==> config.mk <==
export PLATFORM = sky130hd
export DESIGN_NAME = hpcl_ctrl
export DESIGN_NICKNAME = d
export VERILOG_FILES = /design/src/rtl/hpcl_pkg.sv /design/src/rtl/hpcl_ctrl.sv
export SDC_FILE = /design/constraint.sdc
export NUM_CORES = 1
export LEC_CHECK = 0
export BUFFER_PORTS_ARGS = -buffer_cell sky130_fd_sc_hd__buf_2
export CORE_MARGIN = 10
export CORE_UTILIZATION = 30
export DETAILED_ROUTE_END_ITERATION = 12
export GPL_TIMING_DRIVEN = 0
export HOLD_SLACK_MARGIN = 0.02
export PLACE_DENSITY = 0.67
export SLEW_MARGIN = 0
export SYNTH_ARGS = -nofsm -noshare
export SYNTH_HDL_FRONTEND = slang
export SYNTH_SLANG_ARGS = --single-unit
export TNS_END_PERCENT = 50
==> constraint.sdc <==
create_clock -name clk_i -period 1.1 [get_ports clk_i]
set_input_delay 0.11 -clock clk_i [delete_from_list [all_inputs] [get_ports clk_i]]
set_output_delay 0.11 -clock clk_i [all_outputs]
set_load 0.01 [all_outputs]
==> src/rtl/hpcl_pkg.sv <==
// ----------------------------------------------------------------------------
// hpcl_pkg
// Shared constants, command codes, control structs and hash helpers for the
// hashed palette code lookup unit.
// ----------------------------------------------------------------------------
package hpcl_pkg;

  localparam int HASH_BITS    = 8;
  localparam int BUCKET_DEPTH = 16;
  localparam int MAX_CHARS    = 4;

  localparam int NUM_BUCKETS = 1 << HASH_BITS;
  localparam int FILL_W      = $clog2(BUCKET_DEPTH + 1);
  localparam int IDX_W       = (BUCKET_DEPTH > 1) ? $clog2(BUCKET_DEPTH) : 1;
  localparam int SLOT_W      = HASH_BITS + IDX_W;
  localparam int NUM_SLOTS   = 1 << SLOT_W;
  localparam int CHAR_LIM    = (MAX_CHARS < 4) ? MAX_CHARS : 4;

  localparam int OP_W    = 2;
  localparam int CPP_W   = 3;
  localparam int KEY_W   = 32;
  localparam int COLOR_W = 32;

  localparam logic [OP_W-1:0] OP_LOAD   = 2'd0;
  localparam logic [OP_W-1:0] OP_LOOKUP = 2'd1;
  localparam logic [OP_W-1:0] OP_CLEAR  = 2'd2;

  localparam logic [CPP_W-1:0] CPP_RESET = 3'd1;

  // controller -> datapath
  typedef struct packed {
    logic capture;   // latch the accepted item, clear staged result
    logic wr_load;   // append entry to bucket
    logic set_ovf;   // load dropped, bucket full
    logic clr_all;   // empty every bucket
    logic scan_en;   // bucket scan in progress
    logic set_hit;   // stage matched color
    logic out_load;  // move staged result to output register
  } hpcl_cmd_t;

  // datapath -> controller
  typedef struct packed {
    logic [OP_W-1:0] op;
    logic            full;
    logic            hit;
    logic            miss;
  } hpcl_sts_t;

  // effective character count, clamped to 1..CHAR_LIM
  function automatic logic [CPP_W-1:0] char_count(input logic [CPP_W-1:0] cpp);
    logic [CPP_W-1:0] n;
    if (cpp == '0) begin
      n = CPP_W'(1);
    end else if (int'(cpp) > CHAR_LIM) begin
      n = CPP_W'(CHAR_LIM);
    end else begin
      n = cpp;
    end
    return n;
  endfunction

  function automatic logic [KEY_W-1:0] key_mask(input logic [CPP_W-1:0] n);
    logic [KEY_W-1:0] m;
    m = '0;
    for (int i = 0; i < 4; i++) begin
      if (i < int'(n)) m[8*i +: 8] = 8'hFF;
    end
    return m;
  endfunction

  // shift-and-add over the first n bytes
  function automatic logic [HASH_BITS-1:0] hash_key(input logic [KEY_W-1:0] key,
                                                    input logic [CPP_W-1:0] n);
    logic [31:0] h;
    h = '0;
    for (int i = 0; i < 4; i++) begin
      if (i < int'(n)) h = h + (32'(key[8*i +: 8]) << i);
    end
    return h[HASH_BITS-1:0];
  endfunction

endpackage

==> src/rtl/hpcl_ctrl.sv <==
// ----------------------------------------------------------------------------
// hpcl_ctrl
// Controller: sequences fill fetch, load/clear, bucket scan and result
// handoff; owns the input ready and output valid.
// ----------------------------------------------------------------------------
module hpcl_ctrl
  import hpcl_pkg::*;
(
  input  logic      clk_i,
  input  logic      rst_ni,
  input  logic      in_valid_i,
  output logic      in_ready_o,
  output logic      out_valid_o,
  input  logic      out_ready_i,
  output hpcl_cmd_t cmd_o,
  input  hpcl_sts_t sts_i
);

  typedef enum logic [4:0] {
    ST_IDLE   = 5'b00001,
    ST_FETCH  = 5'b00010,
    ST_DECIDE = 5'b00100,
    ST_SCAN   = 5'b01000,
    ST_RESULT = 5'b10000
  } state_e;

  state_e st_q, st_d;
  logic   out_vld_q;
  logic   accept;

  assign accept = in_valid_i && (st_q == ST_IDLE);

  always_comb begin
    st_d  = st_q;
    cmd_o = '0;
    unique case (st_q)
      ST_IDLE: begin
        if (in_valid_i) begin
          cmd_o.capture = 1'b1;
          st_d = ST_FETCH;
        end
      end
      ST_FETCH: begin
        st_d = ST_DECIDE;
      end
      ST_DECIDE: begin
        st_d = ST_RESULT;
        case (sts_i.op)
          OP_LOAD: begin
            if (sts_i.full) cmd_o.set_ovf = 1'b1;
            else            cmd_o.wr_load = 1'b1;
          end
          OP_LOOKUP: st_d = ST_SCAN;
          OP_CLEAR:  cmd_o.clr_all = 1'b1;
          default: ;
        endcase
      end
      ST_SCAN: begin
        cmd_o.scan_en = 1'b1;
        if (sts_i.hit) begin
          cmd_o.set_hit = 1'b1;
          st_d = ST_RESULT;
        end else if (sts_i.miss) begin
          st_d = ST_RESULT;
        end
      end
      ST_RESULT: begin
        if (!out_vld_q || out_ready_i) begin
          cmd_o.out_load = 1'b1;
          st_d = ST_IDLE;
        end
      end
      default: st_d = ST_IDLE;
    endcase
  end

  always_ff @(posedge clk_i or negedge rst_ni) begin
    if (!rst_ni) begin
      st_q      <= ST_IDLE;
      out_vld_q <= 1'b0;
    end else begin
      st_q <= st_d;
      if (cmd_o.out_load)   out_vld_q <= 1'b1;
      else if (out_ready_i) out_vld_q <= 1'b0;
    end
  end

  assign in_ready_o  = (st_q == ST_IDLE);
  assign out_valid_o = out_vld_q;

  a_busy_after_accept: assert property (@(posedge clk_i) disable iff (!rst_ni)
    accept |=> !in_ready_o)
    else $error("ready still high after an item was taken");

  a_scan_is_lookup: assert property (@(posedge clk_i) disable iff (!rst_ni)
    (st_q == ST_SCAN) |-> (sts_i.op == OP_LOOKUP))
    else $error("bucket scan for a non-lookup item");

  a_out_hold: assert property (@(posedge clk_i) disable iff (!rst_ni)
    (out_valid_o && !out_ready_i) |=> out_valid_o)
    else $error("result item dropped before it was taken");

endmodule

==> impl_metrics.yaml, run 1 <==
timing:
  setup_slack_ps: -336
  timing.slew.headroom_pct: 79.5
  fin_crit_sh_pct: 131
  min_period_ps: 1440
  hold_viol_final: 0
  worst_pin_slew_ps: 307
  fin_tns_setup_ps: -2820
  grt_setup_unrepaired: "true"
  slew_violations: 0
  finClkSkew_ps: 1.80
  setup_viol: 12
  fmax_mhz: 696
drt:
  ant_nets: 0
  avgRoutedWirePerCell_um: 14.2
  drc: 0
  firstDrtPassIters: 4
  wl_mm: 1.29
  drtIter0Drc: 2
  vias: 445
  avgViaCountPerCell: 4.89
critical_path:
  cp_max_fo: 4
  worstPathArrival_ps: 1330
  endpoint_kind: "primary output"
  start_kind: "register"
  crit_required_ps: 990
  slowest_delay_ps: 450
  critPathSlowestCell: "dfrtp_2"
  crit_type: "register to primary output"
  cp_cell_sequence: "nor3_4 > nand3_2 > nor3b_2 > buf_2"
logic_synthesis:
  syn_avg_cell_area_um2: 9.41
  yosys.area_share.simple_pct: 45.3
  synth_area_leaders: "dfrtp_1, dfstp_2, nor4b_4, nor2_1, nor3_2"
  yosys_warnings: 0
  synth-compound-area-share_pct: 13.0
  synth_fp_nets: 53
  synth_cells: 44
  synth_top_family_by_area: "simple AND/OR/NAND/NOR gates"
  seq_area_frac_synth_pct: 36.6
  syn_area_um2: 414
  synthAdderAreaFrac_pct: 0
  synth_top_area_share_pct: 30.2
  ys_seq_elements: 6
  synth.distinct_cells: 26
  muxShareOfSynthArea_pct: 0
  synth-xor-area-share_pct: 2.11
  synth_top_area_cell: "dfrtp_1"
run:
  max-cap-violations: 0
run_status:
  violations: "setup timing"
  outcome: "finished with violations"
cts:
  clockRootBuffer: "clkbuf_4"
  clk_pin_slew_ps: 50
  h-tree-depth: 1
  clock_path_buffers: 2
  cts_buffers: 3
  clock_sinks: 6
  insertion_delay_ps: 240
  cts_tree: "done"
final_layout:
  diodes: 0
  areaGrowthSynthToFinish_pct: 79.2
  stdcell_count: 91
  fin_nets: 86
  post-route-util_pct: 57.0
  final_common_cell: "buf_2"
  layout_common_cells: "buf_2, buf_4, buf_6"
  fin_area_um2: 742
  drive_gt1_share_pct: 67.1
place:
  placed_cells: 76
  io_buffers: 17
  dp_hpwl_um: 813
  dpl_cell_area_um2: 536
  place_congestion: 0.690
pwr:
  total_power_mw: 1.49
  p_leak_nw: 0.356
  swShare_pct: 36.6
  power_density_nw_per_um2: 2010
  seqPwrFrac_pct: 27.8
  clkPwrFrac_pct: 14.4
  p_int_mw: 0.946
  switchingPower_mw: 0.546
  ir_drop_v: 0.00121
  power_frac_comb_pct: 57.8
floorplanning:
  die_h_um: 57.2
  rows: 13
  die-area_um2: 3270
  core_um2: 1300
  die_w_um: 57.2
  start_util_pct: 31.8
  pin_count: 18
grt:
  grt_pass1_vias: 441
  antenna_found_initial: 0
  grt_overflow: 0
  grt_max_degree: 10
  grt_pass1_wl_mm: 1.93
  grt_usage_pct: 6.97
hold_path:
  hold_class: "input pin to register"
[area by class of cell]
type                            instances  area [um2]
Fill cell                             115         559
Multi-Input combinational cell         35         324
Timing Repair Buffer                   28         199
Sequential cell                         6         155
Clock buffer                            4        26.3
Tap cell                               15        18.8
Buffer                                  1        11.3
Inverter                                2        7.51
[kinds of logic after synthesis]
kind of cell | after synthesis
xor gates and xnor gates | 1
buffers and inverters | 3
DFF | 6
AOI/OAI and AO/OA | 7
and+or+nand+nor | 27
[per-stage QoR]
stage               hold WS (ps)  worst slack [ps]
finish                       135              -336
global placement           -64.2              -201
CTS                          122              -316
detailed placement         -61.4              -197
floorplan                   -186             -61.0
global route                 131              -402
[sequential cells by signal, summed over array words and instances, names as in the netlist]
register     flops
st_q             5
out_valid_o      1
[layer usage]
layer	up-vias	wire [um]	GRT usage, %
met5	-	0	0
met4	0	0	1.01
met3	0	88	3.32
met2	8	705	12.7
met1	215	497	7.17
li1	222	-	-
[power by group through the flow]
| stage | clock [mW] | combinational [mW] | sequential (mW) |
|---|---|---|---|
| 2_1_floorplan | 0 | 0.312 | 0.374 |
| 3_3_place_gp | 0 | 0.416 | 0.391 |
| 3_5_place_dp | 0 | 0.422 | 0.394 |
| 4_1_cts | 0.222 | 0.679 | 0.407 |
| 5_1_grt | 0.239 | 0.923 | 0.421 |
| 6_report | 0.215 | 0.863 | 0.415 |
[worst max-delay path, delay by kind of cell (launching register included)]
family | cells | cell delay (ps)
DFF | 1 | 450
and+or+nand+nor | 3 | 500
buffers and inverters | 1 | 140
[cells in the mapped netlist]
cell	n
nand3b_1	1
o22ai_1	1
dfrtp_1	5
nor3b_1	2
dfstp_2	1
nor2b_1	2
buf_2	1
inv_1	2
nor4b_4	1
o31ai_2	1
nand2b_1	2
nand3_1	1
nor3_2	2
nand2_1	1
nor2_1	6
nor3_1	1
nand4b_1	1
and2_1	3
o21a_1	1
xor2_1	1
o21ai_0	2
o211a_1	1
and3_4	1
and3_1	2
a21o_1	1
nor4b_1	1
[final timing paths]
check | start | end | slack [ps] | depth (start not counted)
worst max-delay path | st_q[4]$_DFFE_PN0P_ | cmd_o[4] | -340 | 4
worst min-delay path | in_valid_i | st_q[1]$_DFFE_PN0P_ | 130 | 2
worst max register to register | st_q[0]$_DFFE_PN1P_ | st_q[0]$_DFFE_PN1P_ | -280 | 5
worst min register to register | out_valid_o$_DFFE_PN0P_ | out_valid_o$_DFFE_PN0P_ | 580 | 2
max in group asynchronous | rst_ni | st_q[0]$_DFFE_PN1P_ | 660 | 2
min in group asynchronous | rst_ni | out_valid_o$_DFFE_PN0P_ | 220 | 2
[timing repair]
item	in CTS	in global routing
endpoints found under the setup margin	10	12
hold endpoints to repair	6	0
setup buffers	6	4
hold buffers	1	0
pin swaps	10	7
gates resized for setup	16	6
No activity file was read; power rests on OpenSTA's default activity.
==> run 2, diff against run 1 <==
- CORE_MARGIN: 10 -> 2
==> impl_metrics.yaml, run 2 (same netlist as run 1, synthesis figures left out) <==
drt:
  avgRoutedWirePerCell_um: 10.6
  firstDrtPassIters: 2
  vias: 433
  ant_nets: 0
  drc: 0
  avgViaCountPerCell: 4.66
  wl_um: 982
  drtIter0Drc: 2
final_layout:
  fin_nets: 88
  final_common_cell: "buf_2"
  layout_common_cells: "buf_2, buf_4, buf_6"
  drive_gt1_share_pct: 71.8
  stdcell_count: 93
  areaGrowthSynthToFinish_pct: 81.6
  largest-register: "st_q"
  diodes: 0
  largest_reg_flops: 5
floorplanning:
  die_w_um: 41.2
  die-area_um2: 1690
  start_util_pct: 31.8
  rows: 13
  core_um2: 1300
  pin_count: 18
  die_h_um: 41.2
place:
  io_buffers: 17
  place_congestion: 0.650
  placed_cells: 76
  dp_hpwl_um: 662
grt:
  grt_pass1_vias: 351
  grt_max_degree: 10
  antenna_found_initial: 0
  grt_pass1_wl_mm: 1.59
  grt_overflow: 0
  grt_usage_pct: 14.7
critical_path:
  start_kind: "register"
  worstPathArrival_ps: 1300
  crit_type: "register to primary output"
  endpoint_kind: "primary output"
  crit_required_ps: 990
  cp_max_fo: 5
timing:
  fin_tns_setup_ps: -2840
  hold_viol_final: 0
  fmax_mhz: 707
  min_period_ps: 1410
  grt_setup_unrepaired: "true"
  fin_crit_sh_pct: 129
  whs_ps: 119
  worst_pin_slew_ps: 259
  setup_viol: 13
  timing.slew.headroom_pct: 82.7
  slew_violations: 0
  finClkSkew_ps: 4.61
  setup_slack_ps: -314
pwr:
  power_density_nw_per_um2: 1860
  ir_drop_v: 0.00106
  total_power_mw: 1.40
  p_leak_nw: 0.358
cts:
  cts_buffers: 3
  clock_path_buffers: 2
  cts_tree: "done"
  insertion_delay_ps: 240
  h-tree-depth: 1
  clock_sinks: 6
  clockRootBuffer: "clkbuf_4"
  clk_pin_slew_ps: 40
run_status:
  violations: "setup timing"
  outcome: "finished with violations"
hold_path:
  hold_class: "input pin to register"
run:
  max-cap-violations: 0
==> run 2: area by class of cell <==
cell class / count / area, um2
Clock buffer: 4 / 26.3
Sequential cell: 6 / 156
Tap cell: 15 / 18.8
Inverter: 2 / 7.51
Multi-Input combinational cell: 35 / 320
Timing Repair Buffer: 31 / 223
Fill cell: 123 / 549
==> run 2: metal layers <==
layer	vias to the layer above	part of all wire [%]	global-route usage (%)
met5	-	0	0
met4	0	0	9.68
met3	0	2.9	1.63
met2	8	52	23.0
met1	199	46	18.7
li1	226	-	-
==> run 2: stage by stage <==
step                setup WS (ps)  utilization (%)  instance area [um2]
floorplan                   -61.0                -                  432
global placement             -194             41.2                  536
detailed placement           -214             41.2                  536
CTS                          -327             51.7                  673
global route                 -405             57.8                  752
finish                       -314             57.8                  752
==> run 2: report_power, final <==
| part | internal [mW] | switching, mW |
|---|---|---|
| clock | 0.137 | 0.0753 |
| combinational | 0.488 | 0.303 |
| sequential | 0.295 | 0.102 |
==> run 2: critical path, stage by stage (launching register included) <==
cell and delay, ps:
dfrtp_2 440, nor3_4 190, nand3_2 130, nor3b_2 160, buf_2 140
==> run 2: worst paths after layout <==
path / from / endpoint / slack (ps) / depth (start not counted)
worst max-delay path: st_q[1]$_DFFE_PN0P_ / cmd_o[4] / -310 / 4
worst min-delay path: in_valid_i / st_q[1]$_DFFE_PN0P_ / 120 / 2
worst max register to register: st_q[0]$_DFFE_PN1P_ / st_q[0]$_DFFE_PN1P_ / -210 / 5
worst min register to register: st_q[0]$_DFFE_PN1P_ / st_q[0]$_DFFE_PN1P_ / 590 / 2
max in group asynchronous: rst_ni / st_q[0]$_DFFE_PN1P_ / 660 / 2
min in group asynchronous: rst_ni / out_valid_o$_DFFE_PN0P_ / 220 / 2
==> run 2: repair_timing <==
item	CTS	global route
cloned	0	0
gates resized for setup	15	7
buffers inserted	7	6
hold buffers	1	0
endpoints found under the setup margin	10	13
hold endpoints to repair	6	0
pin swaps	10	6
